File: src/design/rmis_pkg.sv
// Shared types, constants and the microcode table of the ring memory instruction step block.
package rmis_pkg;

  // Default memory depth and fixed field widths.
  localparam int RMIS_MEM_SIZE = 1024;
  localparam int FUNC_W        = 2;
  localparam int LOC_W         = 10;
  localparam int BYTE_W        = 8;

  // Configuration port shape and register indexes.
  localparam int CFG_IDX_W  = 1;
  localparam int CFG_DATA_W = 1;
  localparam logic [CFG_IDX_W-1:0] CFG_ABS_EN = 1'b0;
  localparam logic [CFG_IDX_W-1:0] CFG_DEC_EN = 1'b1;

  // Opcode bits that mark an offset as an absolute address.
  localparam int OPC_ABS_S1_BIT = 7;
  localparam int OPC_ABS_S2_BIT = 6;
  localparam int OPC_ABS_D_BIT  = 5;

  localparam logic [BYTE_W-1:0] BYTE_MAX = 8'hFF;

  // Item kinds.
  typedef enum logic [FUNC_W-1:0] {
    FUNC_LOAD = 2'd0,
    FUNC_READ = 2'd1,
    FUNC_EXEC = 2'd2,
    FUNC_NONE = 2'd3
  } func_t;

  // Operations chosen by the low opcode bits.
  typedef enum logic [1:0] {
    ALU_INV    = 2'd0,
    ALU_AND    = 2'd1,
    ALU_ADD    = 2'd2,
    ALU_SUBSAT = 2'd3
  } alu_op_t;

  // Memory address source for a step.
  typedef enum logic [2:0] {
    ASEL_ENTRY = 3'd0,
    ASEL_E1    = 3'd1,
    ASEL_E2    = 3'd2,
    ASEL_E3    = 3'd3,
    ASEL_S1    = 3'd4,
    ASEL_S2    = 3'd5,
    ASEL_D     = 3'd6
  } addr_sel_t;

  // Register that captures the read data of the previous step.
  typedef enum logic [2:0] {
    LAT_NONE = 3'd0,
    LAT_OP   = 3'd1,
    LAT_S1   = 3'd2,
    LAT_S2   = 3'd3,
    LAT_D    = 3'd4,
    LAT_A    = 3'd5
  } latch_t;

  typedef enum logic {
    WD_LOAD = 1'b0,
    WD_ALU  = 1'b1
  } wdata_sel_t;

  typedef enum logic [1:0] {
    RB_ZERO = 2'd0,
    RB_MEMQ = 2'd1,
    RB_ALU  = 2'd2
  } rb_sel_t;

  typedef enum logic [1:0] {
    WL_ZERO  = 2'd0,
    WL_ENTRY = 2'd1,
    WL_DEST  = 2'd2
  } wl_sel_t;

  typedef enum logic {
    SEQ_NEXT = 1'b0,
    SEQ_END  = 1'b1
  } seq_t;

  // One control word of the microprogram.
  typedef struct packed {
    addr_sel_t  addr_sel;
    logic       mem_we;
    wdata_sel_t wdata_sel;
    latch_t     latch;
    logic       emit;
    rb_sel_t    rb_sel;
    wl_sel_t    wl_sel;
    logic       dw;
    seq_t       seq;
  } ctrl_word_t;

  // Control handed from the sequencer to the datapath.
  typedef struct packed {
    logic       accept;
    logic       step;
    ctrl_word_t cw;
  } dp_ctrl_t;

  // Microprogram counter and entry points.
  localparam int UPC_W = 4;
  localparam logic [UPC_W-1:0] UPC_LOAD = 4'd0;
  localparam logic [UPC_W-1:0] UPC_READ = 4'd1;
  localparam logic [UPC_W-1:0] UPC_EXEC = 4'd3;
  localparam logic [UPC_W-1:0] UPC_NONE = 4'd10;

  // Entry point of the routine for each item kind.
  function automatic logic [UPC_W-1:0] entry_upc(func_t f);
    logic [UPC_W-1:0] upc;
    unique case (f)
      FUNC_LOAD: upc = UPC_LOAD;
      FUNC_READ: upc = UPC_READ;
      FUNC_EXEC: upc = UPC_EXEC;
      default:   upc = UPC_NONE;
    endcase
    return upc;
  endfunction

  // Microcode table. Read data of a step appears in the following step.
  function automatic ctrl_word_t ucode_rom(logic [UPC_W-1:0] upc);
    ctrl_word_t cw;
    cw = '{addr_sel: ASEL_ENTRY, mem_we: 1'b0, wdata_sel: WD_LOAD, latch: LAT_NONE,
           emit: 1'b0, rb_sel: RB_ZERO, wl_sel: WL_ZERO, dw: 1'b0, seq: SEQ_NEXT};
    unique case (upc)
      // Load: write the byte and report the location.
      4'd0: begin
        cw.mem_we = 1'b1;
        cw.emit   = 1'b1;
        cw.wl_sel = WL_ENTRY;
        cw.dw     = 1'b1;
        cw.seq    = SEQ_END;
      end
      // Read: fetch, then report the byte.
      4'd1: cw.addr_sel = ASEL_ENTRY;
      4'd2: begin
        cw.emit   = 1'b1;
        cw.rb_sel = RB_MEMQ;
        cw.seq    = SEQ_END;
      end
      // Execute: fetch the four instruction bytes and the two operands.
      4'd3: cw.addr_sel = ASEL_ENTRY;
      4'd4: begin
        cw.addr_sel = ASEL_E1;
        cw.latch    = LAT_OP;
      end
      4'd5: begin
        cw.addr_sel = ASEL_E2;
        cw.latch    = LAT_S1;
      end
      4'd6: begin
        cw.addr_sel = ASEL_E3;
        cw.latch    = LAT_S2;
      end
      4'd7: begin
        cw.addr_sel = ASEL_S1;
        cw.latch    = LAT_D;
      end
      4'd8: begin
        cw.addr_sel = ASEL_S2;
        cw.latch    = LAT_A;
      end
      // Compute with the second operand straight from memory and deposit the result.
      4'd9: begin
        cw.addr_sel  = ASEL_D;
        cw.mem_we    = 1'b1;
        cw.wdata_sel = WD_ALU;
        cw.emit      = 1'b1;
        cw.rb_sel    = RB_ALU;
        cw.wl_sel    = WL_DEST;
        cw.dw        = 1'b1;
        cw.seq       = SEQ_END;
      end
      // Unused item kind: an all-zero result.
      4'd10: begin
        cw.emit = 1'b1;
        cw.seq  = SEQ_END;
      end
      default: cw.seq = SEQ_END;
    endcase
    return cw;
  endfunction

endpackage

File: src/design/rmis_ctrl.sv
// Microcode sequencer: step counter, dispatch, control word fetch and channel handshakes.
module rmis_ctrl
  import rmis_pkg::*;
(
  input  logic              clk,
  input  logic              rst_n,
  input  logic              in_valid,
  input  logic [FUNC_W-1:0] in_func,
  output logic              in_ready,
  output logic              out_valid,
  input  logic              out_ready,
  output dp_ctrl_t          ctrl
);

  logic             busy_r;
  logic [UPC_W-1:0] upc_r;
  logic             out_valid_r;
  ctrl_word_t       cw;
  logic             accept;
  logic             stall;
  logic             step;

  // Current control word and step qualification.
  assign cw       = ucode_rom(upc_r);
  assign in_ready = !busy_r;
  assign accept   = in_valid && !busy_r;
  assign stall    = cw.emit && out_valid_r && !out_ready;
  assign step     = busy_r && !stall;

  // Step counter: dispatch on the item kind, then count or finish.
  always_ff @(posedge clk) begin
    if (!rst_n) begin
      busy_r      <= 1'b0;
      upc_r       <= UPC_LOAD;
      out_valid_r <= 1'b0;
    end else begin
      if (accept) begin
        busy_r <= 1'b1;
        upc_r  <= entry_upc(func_t'(in_func));
      end else if (step) begin
        if (cw.seq == SEQ_END) begin
          busy_r <= 1'b0;
        end else begin
          upc_r <= upc_r + UPC_W'(1);
        end
      end
      // Result register: loaded by an emitting step, emptied by a transaction.
      if (step && cw.emit) begin
        out_valid_r <= 1'b1;
      end else if (out_ready) begin
        out_valid_r <= 1'b0;
      end
    end
  end

  assign out_valid   = out_valid_r;
  assign ctrl.accept = accept;
  assign ctrl.step   = step;
  assign ctrl.cw     = cw;

endmodule

File: config.mk
export PLATFORM = sky130hd
export DESIGN_NAME = rmis_ctrl
export DESIGN_NICKNAME = d
export VERILOG_FILES = /design/src/design/rmis_pkg.sv /design/src/design/rmis_ctrl.sv
export SDC_FILE = /design/constraint.sdc
export NUM_CORES = 1
export LEC_CHECK = 0
export ABC_AREA = 1
export BUFFER_PORTS_ARGS = -buffer_cell sky130_fd_sc_hd__buf_2
export CAP_MARGIN = 5
export CORE_MARGIN = 1.5
export CORE_UTILIZATION = 46
export DETAILED_ROUTE_END_ITERATION = 8
export GPL_TIMING_DRIVEN = 0
export PLACE_DENSITY = 0.84
export SLEW_MARGIN = 20
export SYNTH_ARGS = -nofsm -noshare
export SYNTH_HDL_FRONTEND = slang
export SYNTH_SLANG_ARGS = --single-unit
File: constraint.sdc
create_clock -name clk -period 1.7 [get_ports clk]
set_input_delay 0.17 -clock clk [delete_from_list [all_inputs] [get_ports clk]]
set_output_delay 0.17 -clock clk [all_outputs]
set_load 0.01 [all_outputs]
==> summary.md <==
| Metric | Value |
|---|---|
| Status | finished, final reports clean |
| Setup TNS | 0 ns |
| Part of the power in the clock network | 23.8% |
| Data required time of the critical path | 1.53 ns |
| Asr flop ratio synth | 0% |
| WS Path Type | reg2out |
| Leading area contributor after synthesis | dfxtp_1 |
| Minimum clock period | 1.62 ns |
| Initial antenna violation count | 0 |
| Int Power | 0.000344 W |
| Syn Std Cell Area | 636 um^2 |
| Seq/Total Area, Yosys | 18.9% |
| Fin nets | 133 |
| Die X | 40.2 um |
| TritonCTS clock tree | yes |
| Reg2Reg Depth | 7 |
| Die area | 0.00161 mm^2 |
| Fin cells | 134 |
| Yosys reg bits | 6 |
| Cell Pwr Density | 652 mW/mm^2 |
| Area Overhead vs Synth | 34.8% |
| Element type at the critical path start | flip-flop |
| Setup Skew | 0.00635 ns |
| GRT Util Overall | 16.4% |
| Routed wire length | 1.38 mm |
| Hold Crit Class | in2reg |
| Site Rows | 13 |
| Post-synth top cells | nand2_1, inv_1, nor2_1 |
| Drt first pass iters | 4 |
| Grt total ovfl | 0 |
| CP arrival | 1.45 ns |
| CP max stage cell | dfxtp_4 |
| Layout cells sized above 1 | 47.1% |
| Final setup viols | 0 |
| Placed cell count | 130 |
| CTS Buf Count | 3 |
| Most frequent cell after synthesis | nand2_1 |
| Maxcap violations | 0 |
| Ys flop type | dfxtp_1 |
| IO Pins | 25 |
| CORE AREA | 0.00130 mm^2 |
| Largest net degree at the start of global routing | 9 |
| WL/cell | 10.3 um |
| WHS Path Cells | 3 |
| Post-synth EDFFs | 0 |
| Leakage power | 0.477 nW |
| RSZ-0062 raised after global routing | no |
| Share of the synthesized area in the top cell type | 18.9% |
| Combinational share of power | 45.4% |
| Post-Syn Instances | 91 |
| Sequential group share of total power | 30.8% |
| Achievable Freq | 0.618 GHz |
| Fill cells | 117 |
| Net Count, Synth | 103 |
| Worst Tran Pin Value | 0.265 ns |
| Headroom to the max-slew limit | 82.3% |
| Warning count from the yosys run | 0 |
| Switching pwr | 0.000215 W |
| Clk Latency, worst-skew pair | 0.24 ns |
| Port Buffer Count | 24 |
| Max clock buf depth | 2 |
| Sw Ratio | 38.5% |
| CP Max Fanout | 5 |
| Vias | 650 |
| Max VDD drop | 507 uV |
| Root buf cell | clkbuf_4 |
| Fin. Hold Viols | 0 |
| Sink Count | 6 |
| Critical path cell sequence | inv_2, ha_4, nand3_4, nand3_4, a21oi_2, buf_4, buf_2 |
| CTS Hold Bufs | 0 |
| Global-route wire length before repair | 1.82 mm |
| Final HPWL DP | 1.07 mm |
| Die Ht | 40.2 um |
| Vias per cell | 4.85 |
| DR iter-0 viols | 11 |
| Number of global-route vias before repair | 509 |
| Worst-path clk slew | 0.05 ns |
| Most used cell, CP | nand3_4 |
| Yosys cell types | 18 |
| Post-route ant nets | 0 |
| Area contributors post-synth | dfxtp_1, ha_1, nand2_1, nand3_4, inv_1 |
| Residual DRC | 0 |
| Initial Utilization | 48.8% |
| CTS H-tree lvls | 1 |
| Antenna cell count | 0 |
| CP Capture Type | primary output |
| Crit path largest cell delay | 0.38 ns |
| GPL Wtd Cong | 0.828 |
| Max Slew Vio Count | 0 |
| Final Cycle Share | 95.2% |
| Syn_area_per_cell | 6.98 um^2 |
critical path: cells and delay by family (launching register included):
family	cells	cell delay, ns
adders and majority gates	1	0.17
AOI/OAI and AO/OA	1	0.16
and+or+nand+nor	2	0.20
DFF	1	0.38
buffers and inverters	3	0.30
cells by family (layout without fill, tap and decap cells):
family / after synthesis / after routing / synth area share, %
AND/OR/NAND/NOR: 46 / 46 / 43.1
buffers and inverters: 22 / 50 / 16.5
AO/OA/AOI/OAI: 10 / 10 / 8.27
adder cells (fa/ha/maj): 6 / 6 / 11.8
flip-flops: 6 / 6 / 18.9
XOR/XNOR: 1 / 1 / 1.38
sequential cells by signal (all words and copies together) (netlist names):
signal     cells
upc_r          4
busy_r         1
out_valid      1
timing repair:
item | CTS | global route
setup buffers | 0 | 1
gates resized for setup | 6 | 10
cloned | 0 | 0
setup endpoints to repair | 2 | 2
pin swaps | 0 | 2
path summary, 6_finish.rpt:
kind,startpoint,end,slack [ns]
worst max-delay path,upc_r[1],ctrl[15],0.08
worst min-delay path,in_valid,busy_r,0.18
worst max register to register,upc_r[1],upc_r[2],0.31
worst min register to register,upc_r[1],upc_r[1],0.54
power by group through the flow:
stage / combinational [W] / clock, W / sequential (W)
6_report: 0.000254 / 0.000133 / 0.000172
5_1_grt: 0.000286 / 0.000146 / 0.000174
4_1_cts: 0.000239 / 0.000133 / 0.000168
3_5_place_dp: 0.000232 / 0 / 0.000170
3_3_place_gp: 0.000228 / 0 / 0.000169
2_1_floorplan: 0.000166 / 0 / 0.000168
per-stage QoR:
| stage | setup WS (ns) | cell area [um^2] | power, W | hold slack, ns | utilization [%] |
|---|---|---|---|---|---|
| after floorplan | 0.227 | 636 | 0.000333 | 0.290 | - |
| after global placement | 0.129 | 774 | 0.000397 | 0.423 | 59.5 |
| after detailed placement | 0.0476 | 774 | 0.000402 | 0.426 | 59.5 |
| after CTS | 0.0158 | 808 | 0.000541 | 0.173 | 62.1 |
| after global routing | 0.00182 | 857 | 0.000605 | 0.173 | 65.9 |
| final | 0.0810 | 857 | 0.000559 | 0.176 | 65.9 |
cells in the final DEF (no fill, tap or decap), types with 3 or more instances in the layout:
| master | n |
|---|---|
| a21oi_1 | 4 |
| buf_2 | 24 |
| buf_4 | 7 |
| clkbuf_4 | 3 |
| dfxtp_1 | 3 |
| ha_1 | 3 |
| ha_4 | 3 |
| inv_1 | 13 |
| inv_2 | 3 |
| nand2_1 | 19 |
| nand2_2 | 4 |
| nand3_1 | 6 |
| nand3_4 | 4 |
| nor2_1 | 7 |
| o21ai_0 | 3 |
per-layer routing:
layer	track usage [%]	vias up	share of wire [%]
met2	33.9	23	54
li1	-	336	-
met1	14.7	291	41
met3	6.67	0	5.8
met4	2.50	0	0
met5	0	-	0
final cells by class:
cell class / count / area [um^2] / area share [%]
Multi-Input combinational cell: 63 / 454 / 53.0
Timing Repair Buffer: 25 / 128 / 14.9
Sequential cell: 6 / 129 / 15.0
Buffer: 6 / 45.0 / 5.26
Tap cell: 15 / 18.8 / 2.19
Inverter: 16 / 60.1 / 7.01
Clock buffer: 3 / 22.5 / 2.63
Note: power is estimated with default switching activity, not from simulation.
